`src/rtl/core/i2c_master_byte_engine_assert.svh`:
```
// ----------------------------------------------------------------------------
// i2c_master_byte_engine_assert.svh
// Assertion macros used by the I2C master byte engine sequencer.
// ----------------------------------------------------------------------------
`ifndef I2C_MASTER_BYTE_ENGINE_ASSERT_SVH
`define I2C_MASTER_BYTE_ENGINE_ASSERT_SVH

// same-cycle implication, disabled in reset
`define I2CM_ASSERT_NOW(label, clk, rst, ante, cons, msg) \
   label: assert property (@(posedge clk) disable iff (rst) (ante) |-> (cons)) \
      else $error(msg);

// next-cycle implication, disabled in reset
`define I2CM_ASSERT_NEXT(label, clk, rst, ante, cons, msg) \
   label: assert property (@(posedge clk) disable iff (rst) (ante) |=> (cons)) \
      else $error(msg);

`endif

```
`src/rtl/core/i2cm_pkg.sv`:
```
// ----------------------------------------------------------------------------
// i2cm_pkg
// Shared types and constants of the I2C master byte engine.
// ----------------------------------------------------------------------------
`default_nettype none

package i2cm_pkg;

   localparam int unsigned CMD_W    = 3;
   localparam int unsigned BYTE_W   = 8;
   localparam int unsigned QDEPTH   = 2;
   localparam int unsigned QPTR_W   = $clog2(QDEPTH);
   localparam int unsigned QCNT_W   = QPTR_W + 1;

   // command codes as seen on the request channel
   localparam logic [CMD_W-1:0] CMD_NONE  = 3'd0;
   localparam logic [CMD_W-1:0] CMD_START = 3'd1;
   localparam logic [CMD_W-1:0] CMD_STOP  = 3'd2;
   localparam logic [CMD_W-1:0] CMD_WRITE = 3'd3;
   localparam logic [CMD_W-1:0] CMD_READ  = 3'd4;

   // register indexes of the csr port
   localparam logic CSR_DELAY_TICKS = 1'b0;
   localparam logic CSR_ACK_TIMEOUT = 1'b1;

   localparam logic [BYTE_W-1:0] DELAY_TICKS_RST = 8'd20;
   localparam logic [BYTE_W-1:0] ACK_TIMEOUT_RST = 8'd250;

   typedef enum logic [2:0] {
      KIND_NONE,
      KIND_START,
      KIND_STOP,
      KIND_WRITE,
      KIND_READ
   } kind_type;

   // one classified tick as it sits in the queue
   typedef struct packed {
      kind_type           kind;
      logic [BYTE_W-1:0]  tx_byte;
      logic               send_ack;
      logic               sda_in;
   } tick_type;

endpackage

`default_nettype wire

```
`src/rtl/core/i2cm_front.sv`:
```
// ----------------------------------------------------------------------------
// i2cm_front
// Takes request ticks, classifies the command and hands them to the queue.
// ----------------------------------------------------------------------------
`default_nettype none

module i2cm_front (
   input  wire logic                   clock,
   input  wire logic                   reset,
   input  wire logic                   req_tvalid,
   output logic                        req_tready,
   input  wire logic [i2cm_pkg::CMD_W-1:0] req_cmd,
   input  wire logic [i2cm_pkg::BYTE_W-1:0] req_tx_byte,
   input  wire logic                   req_send_ack,
   input  wire logic                   req_sda_in,
   output logic                        push_valid,
   input  wire logic                   push_ready,
   output i2cm_pkg::tick_type          push_tick
);

   logic               vld_ff, vld_in;
   i2cm_pkg::tick_type tick_ff, tick_in;
   i2cm_pkg::kind_type kind;
   logic               take;

   always_comb begin
      unique case (req_cmd)
         i2cm_pkg::CMD_START: kind = i2cm_pkg::KIND_START;
         i2cm_pkg::CMD_STOP:  kind = i2cm_pkg::KIND_STOP;
         i2cm_pkg::CMD_WRITE: kind = i2cm_pkg::KIND_WRITE;
         i2cm_pkg::CMD_READ:  kind = i2cm_pkg::KIND_READ;
         default:             kind = i2cm_pkg::KIND_NONE;
      endcase
   end

   assign req_tready = !vld_ff || push_ready;
   assign take       = req_tvalid && req_tready;

   always_comb begin
      tick_in = tick_ff;
      vld_in  = vld_ff && !push_ready;
      if (take) begin
         vld_in           = 1'b1;
         tick_in.kind     = kind;
         tick_in.tx_byte  = req_tx_byte;
         tick_in.send_ack = req_send_ack;
         tick_in.sda_in   = req_sda_in;
      end
   end

   always_ff @(posedge clock) begin
      if (reset) begin
         vld_ff <= 1'b0;
      end else begin
         vld_ff <= vld_in;
      end
      tick_ff <= tick_in;
   end

   assign push_valid = vld_ff;
   assign push_tick  = tick_ff;

endmodule

`default_nettype wire

```
`src/rtl/core/i2cm_queue.sv`:
```
// ----------------------------------------------------------------------------
// i2cm_queue
// Short FIFO of classified ticks between the front and the sequencer.
// ----------------------------------------------------------------------------
`default_nettype none

module i2cm_queue (
   input  wire logic               clock,
   input  wire logic               reset,
   input  wire logic               push_valid,
   output logic                    push_ready,
   input  wire i2cm_pkg::tick_type push_tick,
   output logic                    pop_valid,
   input  wire logic               pop_ready,
   output i2cm_pkg::tick_type      pop_tick
);

   i2cm_pkg::tick_type                  slot_ff [i2cm_pkg::QDEPTH];
   logic [i2cm_pkg::QPTR_W-1:0]         wr_ptr_ff, wr_ptr_in;
   logic [i2cm_pkg::QPTR_W-1:0]         rd_ptr_ff, rd_ptr_in;
   logic [i2cm_pkg::QCNT_W-1:0]         count_ff, count_in;
   logic                                push, pop;

   assign push_ready = count_ff != i2cm_pkg::QCNT_W'(i2cm_pkg::QDEPTH);
   assign pop_valid  = count_ff != '0;
   assign push       = push_valid && push_ready;
   assign pop        = pop_valid && pop_ready;
   assign pop_tick   = slot_ff[rd_ptr_ff];

   always_comb begin
      wr_ptr_in = push ? wr_ptr_ff + 1'b1 : wr_ptr_ff;
      rd_ptr_in = pop ? rd_ptr_ff + 1'b1 : rd_ptr_ff;
      count_in  = count_ff;
      if (push && !pop) begin
         count_in = count_ff + 1'b1;
      end else if (pop && !push) begin
         count_in = count_ff - 1'b1;
      end
   end

   always_ff @(posedge clock) begin
      if (reset) begin
         wr_ptr_ff <= '0;
         rd_ptr_ff <= '0;
         count_ff  <= '0;
      end else begin
         wr_ptr_ff <= wr_ptr_in;
         rd_ptr_ff <= rd_ptr_in;
         count_ff  <= count_in;
      end
      if (push) begin
         slot_ff[wr_ptr_ff] <= push_tick;
      end
   end

endmodule

`default_nettype wire

```
`src/rtl/core/i2cm_seq.sv`:
```
// ----------------------------------------------------------------------------
// i2cm_seq
// Line sequencer: advances one tick per queued item, drives the result reg.
// ----------------------------------------------------------------------------
`default_nettype none

`include "i2c_master_byte_engine_assert.svh"

module i2cm_seq (
   input  wire logic                        clock,
   input  wire logic                        reset,
   input  wire logic                        csr_valid,
   input  wire logic                        csr_index,
   input  wire logic [i2cm_pkg::BYTE_W-1:0] csr_data,
   input  wire logic                        pop_valid,
   output logic                             pop_ready,
   input  wire i2cm_pkg::tick_type          pop_tick,
   output logic                             rsp_tvalid,
   input  wire logic                        rsp_tready,
   output logic [15:0]                      rsp_tdata
);

   typedef enum logic [3:0] {
      PH_IDLE, PH_ST_A, PH_ST_B, PH_SP_A, PH_SP_B, PH_SP_C,
      PH_WR_LOW, PH_WR_HIGH, PH_WR_TAIL, PH_ACK_REL, PH_ACK_HIGH, PH_ACK_POLL,
      PH_RD_LOW, PH_RD_HIGH, PH_MA_SET, PH_MA_CLK
   } phase_type;

   localparam int unsigned BW = i2cm_pkg::BYTE_W;

   phase_type     phase_ff, phase_in;
   logic [3:0]    bit_ff, bit_in, bit_next;
   logic [BW-1:0] shift_ff, shift_in;
   logic [BW-1:0] delay_ff, delay_in;
   logic [BW-1:0] poll_ff, poll_in;
   logic          ack_ff, ack_in;
   logic          scl_ff, scl_in, sda_ff, sda_in, en_ff, en_in;
   logic          fail_ff, fail_in;
   logic [BW-1:0] rx_ff, rx_in;
   logic          done_in;
   logic [BW-1:0] dly_cfg_ff, tmo_cfg_ff;
   logic          rsp_vld_ff, rsp_vld_in;
   logic [15:0]   rsp_data_ff;
   logic          pop;

   assign pop_ready = !rsp_vld_ff || rsp_tready;
   assign pop       = pop_valid && pop_ready;
   assign bit_next  = bit_ff + 1'b1;

   always_comb begin
      phase_in = phase_ff;
      bit_in   = bit_ff;
      shift_in = shift_ff;
      delay_in = delay_ff;
      poll_in  = poll_ff;
      ack_in   = ack_ff;
      scl_in   = scl_ff;
      sda_in   = sda_ff;
      en_in    = en_ff;
      fail_in  = fail_ff;
      rx_in    = rx_ff;
      done_in  = 1'b0;

      if (phase_ff == PH_IDLE) begin
         unique case (pop_tick.kind)
            i2cm_pkg::KIND_START: begin
               {scl_in, sda_in, en_in} = 3'b111;
               phase_in = PH_ST_A;
               delay_in = dly_cfg_ff;
            end
            i2cm_pkg::KIND_STOP: begin
               {scl_in, sda_in, en_in} = 3'b001;
               phase_in = PH_SP_A;
               delay_in = BW'(1);
            end
            i2cm_pkg::KIND_WRITE: begin
               fail_in  = 1'b0;
               bit_in   = '0;
               {scl_in, sda_in, en_in} = {1'b0, pop_tick.tx_byte[BW-1], 1'b1};
               shift_in = {pop_tick.tx_byte[BW-2:0], 1'b0};
               phase_in = PH_WR_LOW;
               delay_in = dly_cfg_ff;
            end
            i2cm_pkg::KIND_READ: begin
               scl_in   = 1'b0;
               en_in    = 1'b0;
               bit_in   = '0;
               shift_in = '0;
               ack_in   = pop_tick.send_ack;
               phase_in = PH_RD_LOW;
               delay_in = dly_cfg_ff;
            end
            default: begin
            end
         endcase
      end else if (phase_ff == PH_ACK_POLL) begin
         priority if (!pop_tick.sda_in) begin
            scl_in   = 1'b0;
            fail_in  = 1'b0;
            phase_in = PH_IDLE;
            done_in  = 1'b1;
         end else if (poll_ff >= tmo_cfg_ff) begin
            // no acknowledge: flag it and release the bus with a stop
            fail_in  = 1'b1;
            {scl_in, sda_in, en_in} = 3'b001;
            phase_in = PH_SP_A;
            delay_in = BW'(1);
         end else begin
            poll_in = poll_ff + 1'b1;
         end
      end else if (delay_ff > BW'(1)) begin
         delay_in = delay_ff - 1'b1;
      end else begin
         unique case (phase_ff)
            PH_ST_A: begin
               {scl_in, sda_in, en_in} = 3'b101;
               phase_in = PH_ST_B;
               delay_in = dly_cfg_ff;
            end
            PH_ST_B: begin
               scl_in   = 1'b0;
               phase_in = PH_IDLE;
               done_in  = 1'b1;
            end
            PH_SP_A: begin
               {scl_in, sda_in, en_in} = 3'b101;
               phase_in = PH_SP_B;
               delay_in = dly_cfg_ff;
            end
            PH_SP_B: begin
               {scl_in, sda_in, en_in} = 3'b111;
               phase_in = PH_SP_C;
               delay_in = dly_cfg_ff;
            end
            PH_SP_C: begin
               phase_in = PH_IDLE;
               done_in  = 1'b1;
            end
            PH_WR_LOW: begin
               scl_in   = 1'b1;
               phase_in = PH_WR_HIGH;
               delay_in = dly_cfg_ff;
            end
            PH_WR_HIGH: begin
               scl_in   = 1'b0;
               phase_in = PH_WR_TAIL;
               delay_in = dly_cfg_ff;
            end
            PH_WR_TAIL: begin
               bit_in = bit_next;
               if (bit_next < 4'd8) begin
                  {scl_in, sda_in, en_in} = {1'b0, shift_ff[BW-1], 1'b1};
                  shift_in = {shift_ff[BW-2:0], 1'b0};
                  phase_in = PH_WR_LOW;
               end else begin
                  {scl_in, sda_in, en_in} = 3'b011;
                  phase_in = PH_ACK_REL;
               end
               delay_in = dly_cfg_ff;
            end
            PH_ACK_REL: begin
               {scl_in, sda_in, en_in} = 3'b110;
               phase_in = PH_ACK_HIGH;
               delay_in = dly_cfg_ff;
            end
            PH_ACK_HIGH: begin
               poll_in  = '0;
               phase_in = PH_ACK_POLL;
            end
            PH_RD_LOW: begin
               // read bit sampled on the tick SCL rises
               scl_in   = 1'b1;
               shift_in = {shift_ff[BW-2:0], pop_tick.sda_in};
               phase_in = PH_RD_HIGH;
               delay_in = dly_cfg_ff;
            end
            PH_RD_HIGH: begin
               bit_in = bit_next;
               if (bit_next < 4'd8) begin
                  scl_in   = 1'b0;
                  phase_in = PH_RD_LOW;
               end else begin
                  rx_in    = shift_ff;
                  {scl_in, sda_in, en_in} = {1'b0, !ack_ff, 1'b1};
                  phase_in = PH_MA_SET;
               end
               delay_in = dly_cfg_ff;
            end
            PH_MA_SET: begin
               scl_in   = 1'b1;
               phase_in = PH_MA_CLK;
               delay_in = dly_cfg_ff;
            end
            PH_MA_CLK: begin
               scl_in   = 1'b0;
               phase_in = PH_IDLE;
               done_in  = 1'b1;
            end
            PH_IDLE, PH_ACK_POLL: begin
            end
         endcase
      end
   end

   always_comb begin
      rsp_vld_in = pop ? 1'b1 : (rsp_vld_ff && !rsp_tready);
   end

   always_ff @(posedge clock) begin
      if (reset) begin
         phase_ff   <= PH_IDLE;
         bit_ff     <= '0;
         shift_ff   <= '0;
         delay_ff   <= '0;
         poll_ff    <= '0;
         ack_ff     <= 1'b0;
         scl_ff     <= 1'b1;
         sda_ff     <= 1'b1;
         en_ff      <= 1'b1;
         fail_ff    <= 1'b0;
         rx_ff      <= '0;
         rsp_vld_ff <= 1'b0;
         dly_cfg_ff <= i2cm_pkg::DELAY_TICKS_RST;
         tmo_cfg_ff <= i2cm_pkg::ACK_TIMEOUT_RST;
      end else begin
         rsp_vld_ff <= rsp_vld_in;
         if (pop) begin
            phase_ff <= phase_in;
            bit_ff   <= bit_in;
            shift_ff <= shift_in;
            delay_ff <= delay_in;
            poll_ff  <= poll_in;
            ack_ff   <= ack_in;
            scl_ff   <= scl_in;
            sda_ff   <= sda_in;
            en_ff    <= en_in;
            fail_ff  <= fail_in;
            rx_ff    <= rx_in;
         end
         if (csr_valid) begin
            unique case (csr_index)
               i2cm_pkg::CSR_DELAY_TICKS: dly_cfg_ff <= csr_data;
               i2cm_pkg::CSR_ACK_TIMEOUT: tmo_cfg_ff <= csr_data;
            endcase
         end
      end
      if (pop) begin
         // fields from bit 0: scl, sda, sda_en, busy, done, rx_byte, ack_failed
         rsp_data_ff <= {2'b00, fail_in, rx_in, done_in, phase_in != PH_IDLE,
                         en_in, sda_in, scl_in};
      end
   end

   assign rsp_tvalid = rsp_vld_ff;
   assign rsp_tdata  = rsp_data_ff;

   `I2CM_ASSERT_NEXT(a_done_to_idle, clock, reset, pop && done_in,
      phase_ff == PH_IDLE, "command completed but sequencer not idle")
   `I2CM_ASSERT_NOW(a_poll_released, clock, reset, phase_ff == PH_ACK_POLL,
      !en_ff && scl_ff, "ack poll with SDA driven or SCL low")
   `I2CM_ASSERT_NEXT(a_pop_loads_rsp, clock, reset, pop,
      rsp_vld_ff, "tick consumed without a result")

endmodule

`default_nettype wire

```
`src/rtl/core/i2c_master_byte_engine.sv`:
```
// ----------------------------------------------------------------------------
// i2c_master_byte_engine
// I2C bus master: start, stop, byte write with ack check, byte read.
// ----------------------------------------------------------------------------
// Every request transfer is one bus tick and yields exactly one response
// transfer with the line levels and status after that tick. A new tick is
// taken every clock cycle while the response side keeps up; a tick passes
// the front register, the queue and the sequencer result register on its
// way from request to response. Commands are honored only when the sequencer
// is idle. Line-settling waits last delay_ticks ticks (csr index 0) and the
// ack check fails on high sample ack_timeout+1 of SDA (csr index 1); write
// these only while no tick is in flight. csr_ready is always high.
`default_nettype none

module i2c_master_byte_engine (
   input  wire logic        clock,
   input  wire logic        reset,
   input  wire logic        req_tvalid,
   output logic             req_tready,
   input  wire logic [15:0] req_tdata,   // tx_byte[7:0], send_ack[8], sda_in[9]
   input  wire logic [2:0]  req_tuser,   // cmd[2:0]
   output logic             rsp_tvalid,
   input  wire logic        rsp_tready,
   // scl_level[0], sda_level[1], sda_drive_en[2], busy_res[3], done_res[4],
   // rx_byte[12:5], ack_failed[13]
   output logic [15:0]      rsp_tdata,
   input  wire logic        csr_valid,
   output logic             csr_ready,
   input  wire logic        csr_index,
   input  wire logic [7:0]  csr_data
);

   logic               push_valid, push_ready, pop_valid, pop_ready;
   i2cm_pkg::tick_type push_tick, pop_tick;

   assign csr_ready = 1'b1;

   i2cm_front u_front (
      .clock        (clock),
      .reset        (reset),
      .req_tvalid   (req_tvalid),
      .req_tready   (req_tready),
      .req_cmd      (req_tuser),
      .req_tx_byte  (req_tdata[7:0]),
      .req_send_ack (req_tdata[8]),
      .req_sda_in   (req_tdata[9]),
      .push_valid   (push_valid),
      .push_ready   (push_ready),
      .push_tick    (push_tick)
   );

   i2cm_queue u_queue (
      .clock      (clock),
      .reset      (reset),
      .push_valid (push_valid),
      .push_ready (push_ready),
      .push_tick  (push_tick),
      .pop_valid  (pop_valid),
      .pop_ready  (pop_ready),
      .pop_tick   (pop_tick)
   );

   i2cm_seq u_seq (
      .clock      (clock),
      .reset      (reset),
      .csr_valid  (csr_valid),
      .csr_index  (csr_index),
      .csr_data   (csr_data),
      .pop_valid  (pop_valid),
      .pop_ready  (pop_ready),
      .pop_tick   (pop_tick),
      .rsp_tvalid (rsp_tvalid),
      .rsp_tready (rsp_tready),
      .rsp_tdata  (rsp_tdata)
   );

endmodule

`default_nettype wire

```
`config.mk`:
```
export PLATFORM = sky130hd
export DESIGN_NAME = i2c_master_byte_engine
export DESIGN_NICKNAME = d
export VERILOG_FILES = /design/src/rtl/core/i2cm_pkg.sv /design/src/rtl/core/i2cm_front.sv /design/src/rtl/core/i2cm_queue.sv /design/src/rtl/core/i2cm_seq.sv /design/src/rtl/core/i2c_master_byte_engine.sv
export VERILOG_INCLUDE_DIRS = /design/src /design/src/rtl/core
export SDC_FILE = /design/constraint.sdc
export NUM_CORES = 1
export LEC_CHECK = 0
export BUFFER_PORTS_ARGS = -buffer_cell sky130_fd_sc_hd__buf_2
export CAP_MARGIN = 0
export CORE_MARGIN = 5
export CORE_UTILIZATION = 35
export DETAILED_ROUTE_END_ITERATION = 12
export PLACE_DENSITY = 0.58
export SLEW_MARGIN = 30
export SYNTH_ARGS = -nofsm -noshare
export SYNTH_HDL_FRONTEND = slang
export SYNTH_SLANG_ARGS = --single-unit
```
`constraint.sdc`:
```
create_clock -name clock -period 2.5 [get_ports clock]
set_input_delay 0.5 -clock clock [delete_from_list [all_inputs] [get_ports clock]]
set_output_delay 0.5 -clock clock [all_outputs]
set_load 0.05 [all_outputs]
```
# Word level (Yosys, flattened, before mapping)
# Memory sizes are Yosys's and may differ from the RTL's. A register that Yosys moved wholly into a read port is not among the register bits.
# Cells that the tools add are included.
# op_classes
n_addsub	7
mul	0
div_mod_pow	0
order_cmp	3
n_eq_ne	35
n_shift	0
n_mux	79
bitwise	2
n_reduce_logical	43
# ops
cell	n
2-to-1 mux 8 bit	20
case mux 4 bit (12 select lines)	1
case mux 8 bit (2 select lines)	3
2-to-1 mux 4 bit	11
2-to-1 mux 1 bit	33
== test 4 bit (second input constant)	8
== test 4 x 3 -> 1 bit (second input constant)	4
case mux 4 bit (4 select lines)	1
== test 3 x 2 -> 1 bit (second input constant)	4
case mux 3 bit (4 select lines)	1
AND reduction 6 bit	2
OR reduction 3 bit	4
AND reduction 5 bit	2
OR reduction 10 bit	1
adder 8 x 1 -> 8 bit (second input constant)	1
== test 4 x 2 -> 1 bit (second input constant)	2
>= comparator 8 bit	1
greater-than comparator 8 x 1 -> 1 bit (second input constant)	1
!= test 2 x 1 -> 1 bit (second input constant)	4
nonzero test 2 bit	4
nonzero test 4 bit	2
OR reduction 2 bit	4
subtractor 8 x 1 -> 8 bit (second input constant)	1
logical AND 1 bit	7
26 further kinds	47
# word_totals
regBits	94
latchBits	0
mem_bits_rw	26
mem_bits_ro	0
elab_cells	194
n_memories	1
# memory_table
memory	depth	width	read_ports	rd_clocked_by_memory_dff	write_ports	line	text
u_queue.slot_ff	2	13	1	1	1	i2cm_queue.sv:18	i2cm_pkg::tick_type slot_ff [i2cm_pkg::QDEPTH];

# Longest topological paths before layout
# logic_depth
ltp_word	8
depth_mapped	10

# Modules after synthesis
# Synthesis repeated with hierarchy kept, for this count alone.
# unflattened
cells_unflattened	611
hier_area_um2	5980.7
# by_module_without_submodules
mod	n_inst	cells_per_inst	area_each_um2	seq_area_each_um2
i2cm_seq	1	524	4341.7	1661.6
i2cm_queue	1	64	1162.4	880.8
i2cm_front	1	21	465.4	410.4
i2c_master_byte_engine	1	2	11.3	0.0

# Least setup slack after synthesis
# Ideal clock, no wire load.
# synth_path
path_kind	register to register
start	reg u_seq.delay_ff[2]
end	reg u_seq.rsp_data_ff[12] (netlist: u_seq.rsp_tdata[12]) (data pin)
t_arrival_ns	2.382
t_required_ns	2.237
setup_slack_ns	-0.145
stages_incl_launch_ff	7
period_less_slack_ns	2.645
path_cell_list	dfxtp_1 or4_1 buf_2 or3_4 buf_6 nor4_4 mux2_2
# synth_between
elab_chain_cells	4
# synth_lines
item	line	text
start: declaration	i2cm_seq.sv:34	logic [BW-1:0] delay_ff, delay_in;
start signal: assignment	i2cm_seq.sv:231	delay_ff <= delay_in;
greater-than comparator 8 x 1 -> 1 bit	i2cm_seq.sv:111	end else if (delay_ff > BW'(1)) begin
2-to-1 mux 8 bit	i2cm_seq.sv:111	
2-to-1 mux 8 bit	i2cm_seq.sv:96	end else if (phase_ff == PH_ACK_POLL) begin
2-to-1 mux 8 bit	i2cm_seq.sv:64	if (phase_ff == PH_IDLE) begin
via u_seq.rx_in[7]	i2cm_seq.sv:39	logic [BW-1:0] rx_ff, rx_in;
end signal: assignment	i2cm_seq.sv:249	rsp_data_ff <= {2'b00, fail_in, rx_in, done_in, phase_in != PH_IDLE,
end: declaration	i2cm_seq.sv:43	logic [15:0] rsp_data_ff;
# The timed path passes the listed nets, and every way through them passes these cells.
# A chain may end at the register's enable or synchronous reset.

# Worst setup path after layout
# layout_path
start	reg u_seq.delay_ff[2]
end	reg u_seq.bit_ff[3]
# layout_between
elab_chain_cells	3
# layout_lines
item	line	text
greater-than comparator 8 x 1 -> 1 bit	i2cm_seq.sv:111	
!= test 2 x 1 -> 1 bit (no source line)	-	
AND reduction 5 bit (no source line)	-	
end signal: assignment	i2cm_seq.sv:229	bit_ff <= bit_in;
end: declaration	i2cm_seq.sv:32	logic [3:0] bit_ff, bit_in, bit_next;
# Every way passes these cells.

==> results.md <==
- Die X: 140 um
- WS Path Type: flip-flop to flip-flop
- NetSw: 0.00394 W
- Cell Rows: 47
- Syn. warnings: 0
- CP startpoint kind: flip-flop
- Hold crit path type: input pin to flip-flop
- Commonest non-fill, non-tap cell in the layout: nand2_1
- Status: completed
- Slew @ Worst Pin: 0.632 ns
- Synthesized area per cell: 9.42 sq um
- R2r setup slk: 0.04 ns
- Post-Syn Area: 5900 sq um
- Die Y: 140 um
- Setup Skew: 0.0144 ns
- Cells after Synth: 626
- Gpl congestion: 0.915
- Final Max Tran Viols: 0
- Remaining Overflow, GRT: 0
- Area occupied by multi-input gates: 2830 sq um
- Root cell of the clock tree: clkbuf_16
- Final setup TNS: 0 ns
- Post-layout nets: 771
- Hold slack: 0.249 ns
- Initial drt markers: 342
- Gr usage total: 15.8%
- First-pass GRT wire length: 24700 um
- Die area: 19500 sq um
- P_leak: 2.95 nW
- Antenna viol nets, final: 0
- Comb pwr share: 47.4%
- Pint: 0.00588 W
- Core area: 16600 sq um
- Final worst setup slack: 0.0385 ns
- Worst setup EP type: flip-flop
- Fmax: 406 MHz
- Critical Path AT: 2.75 ns
- TritonCTS Buffers: 17
- Tcrit/Tclk final: 98.5%
- Most frequent cells in the layout: 72 x nand2_1, 71 x buf_4, 65 x dfxtp_1
- CTS clk-pin slew, worst paths: 0.06 ns
- Number of synthesized flops with an enable pin: 53
- Max-slew headroom: 57.8%
- I/O pin cnt: 52
- PwrDens: 1310 nW/um^2
- Final WL: 15200 um
- CP max FO: 5
- Sequential share of the synthesized area: 50.1%
- Clock Power Share: 24.4%
- Share of layout cells above drive strength 1: 26.7%
- Post-DP HPWL: 10800 um
- Reg power frac: 28.2%
- Final setup fails: 0
- Fin crit period: 2.46 ns
- Flops & latches, synth: 121
- Critical Path RT: 2.79 ns
- Drt drc: 0
- Prevailing post-synth register cell: dfxtp_1
- Number of port buffers: 42
- Vias in the first global route: 4804
- Clock Latency Late Sink: 0.43 ns
- # hold bufs at CTS: 0
- CTS H-tree depth: 4
- Initial antenna violation count: 0
- Clock sinks: 121
- Largest net degree at the start of global routing: 50
- Initial Util: 35.6%
- Via count: 4977
- Post-layout util: 45.3%
- Fillers: 1577
- VDD IR max: 0.823 mV
- TritonRoute pass-1 iters: 5
- Synth cell types: 68
- Via-to-Cell Ratio: 5.20
- Max_cap viols: 0
- RSZ-0062 raised after global routing: yes
- Pre-CTS setup slack: -0.181 ns
- Clock tree from TritonCTS: built
- Wire per inst: 15.9 um
- Clk buf depth: 2
- Ys async rst share: 0%
- Flip-flop and latch area: 2960 sq um
- Ant diodes: 0
- Final Hold Viols: 0
- Synthesis-to-finish area growth: 27.4%
- Sw Ratio: 40.1%
## routing by layer
metal / GRT usage (%) / part of all wire (%)
met3: 4.46 / 5.4
met5: 0 / 0
met2: 26.0 / 48
met4: 6.07 / 1.6
met1: 19.7 / 45
## power groups by stage
stage,combinational (W),sequential [W],clock [W]
after detailed placement,0.00432,0.00280,0
after CTS,0.00448,0.00276,0.00244
final,0.00465,0.00277,0.00240
after floorplan,0.00258,0.00298,0
after global placement,0.00431,0.00278,0
after global routing,0.00505,0.00282,0.00253
## synthesized netlist by cell type (3+ instances only)
cell type / number / area (sq um)
o211ai_1: 5 / 37.5
o21ai_0: 28 / 140
nor2_1: 60 / 225
o21ba_2: 3 / 30.0
xnor2_1: 8 / 70.1
mux2i_1: 18 / 180
o21ai_1: 3 / 15.0
a31oi_1: 3 / 18.8
and3_1: 3 / 18.8
o31ai_1: 6 / 45.0
buf_4: 5 / 37.5
nand3_1: 26 / 130
ha_1: 13 / 163
nor2b_1: 8 / 50.1
a21o_1: 4 / 30.0
nand2b_1: 12 / 75.1
a21oi_1: 61 / 305
edfxtp_1: 53 / 1590
xor2_1: 6 / 52.6
mux2_2: 10 / 113
buf_1: 5 / 18.8
nor3_1: 10 / 50.1
a211oi_1: 13 / 97.6
nand4_1: 6 / 37.5
clkbuf_1: 26 / 97.6
or4_1: 6 / 45.0
nand2_1: 76 / 285
dfxtp_1: 68 / 1360
nor4_1: 4 / 25.0
buf_2: 3 / 15.0
inv_1: 22 / 82.6
or3_1: 9 / 56.3
## metrics by stage
step	std cells	cell area (sq um)	power, W
6_report	958	7510	0.00982
5_1_grt	958	7510	0.0104
4_1_cts	956	7380	0.00968
3_5_place_dp	918	6740	0.00712
3_3_place_gp	918	6740	0.00709
2_1_floorplan	627	5920	0.00557
## sequential cells by signal, indices dropped and copies added, names as in the netlist, 8 cells and up, named ones only
| register | flops |
|---|---|
| u_seq.rx_ff | 8 |
| u_seq.tmo_cfg_ff | 8 |
| u_seq.dly_cfg_ff | 8 |
| u_queue.slot_ff | 26 |
| u_seq.delay_ff | 8 |
| u_seq.poll_ff | 8 |
| u_seq.rsp_tdata | 14 |
| u_front.push_tick | 13 |
| u_seq.shift_ff | 8 |
## what timing repair did
action / CTS / global route
resized for setup: 7 / 31
gates cloned: 2 / 0
pin swaps: 3 / 12
endpoints found under the setup margin: 33 / 46
hold endpoints to repair: 0 / 0
buffers inserted: 4 / 2
## final timing paths
path,startpoint,cells after the start,to
worst max-delay path,u_seq.delay_ff[2],9,u_seq.bit_ff[3]
worst min-delay path,req_tdata[7],1,u_front.push_tick[9]
worst max register to register,u_seq.delay_ff[2],9,u_seq.bit_ff[3]
worst min register to register,u_front.push_tick[3],0,u_queue.slot_ff[0][3]
## cells by family after synthesis
family	Yosys count	synth area share, %
flip-flops	121	50.1
adder cells (fa/ha/maj)	14	2.93
XOR/XNOR	14	2.08
buffers and inverters	62	4.46
multiplexers	29	5.22
other	2	0.127
AND/OR/NAND/NOR	230	18.5
AO/OA/AOI/OAI	154	16.6
## cell type report
type                       count  area share [%]
clock inverter                14            1.95
timing repair buffer         118            10.6
multi-input combinational    445            37.7
sequential                   121            39.4
inverter                      22            1.10
clock buffer                  18            5.71
tap                          220            3.66
## worst max-delay path, stage by stage (launching register included)
cell	delay (ns)
dfxtp_2	0.31
or4_4	0.55
or3_4	0.40
buf_6	0.15
a211o_1	0.30
buf_4	0.16
a21oi_2	0.09
buf_4	0.14
mux2i_1	0.17
nor2_1	0.05
Power figures use the tool's default switching activity.
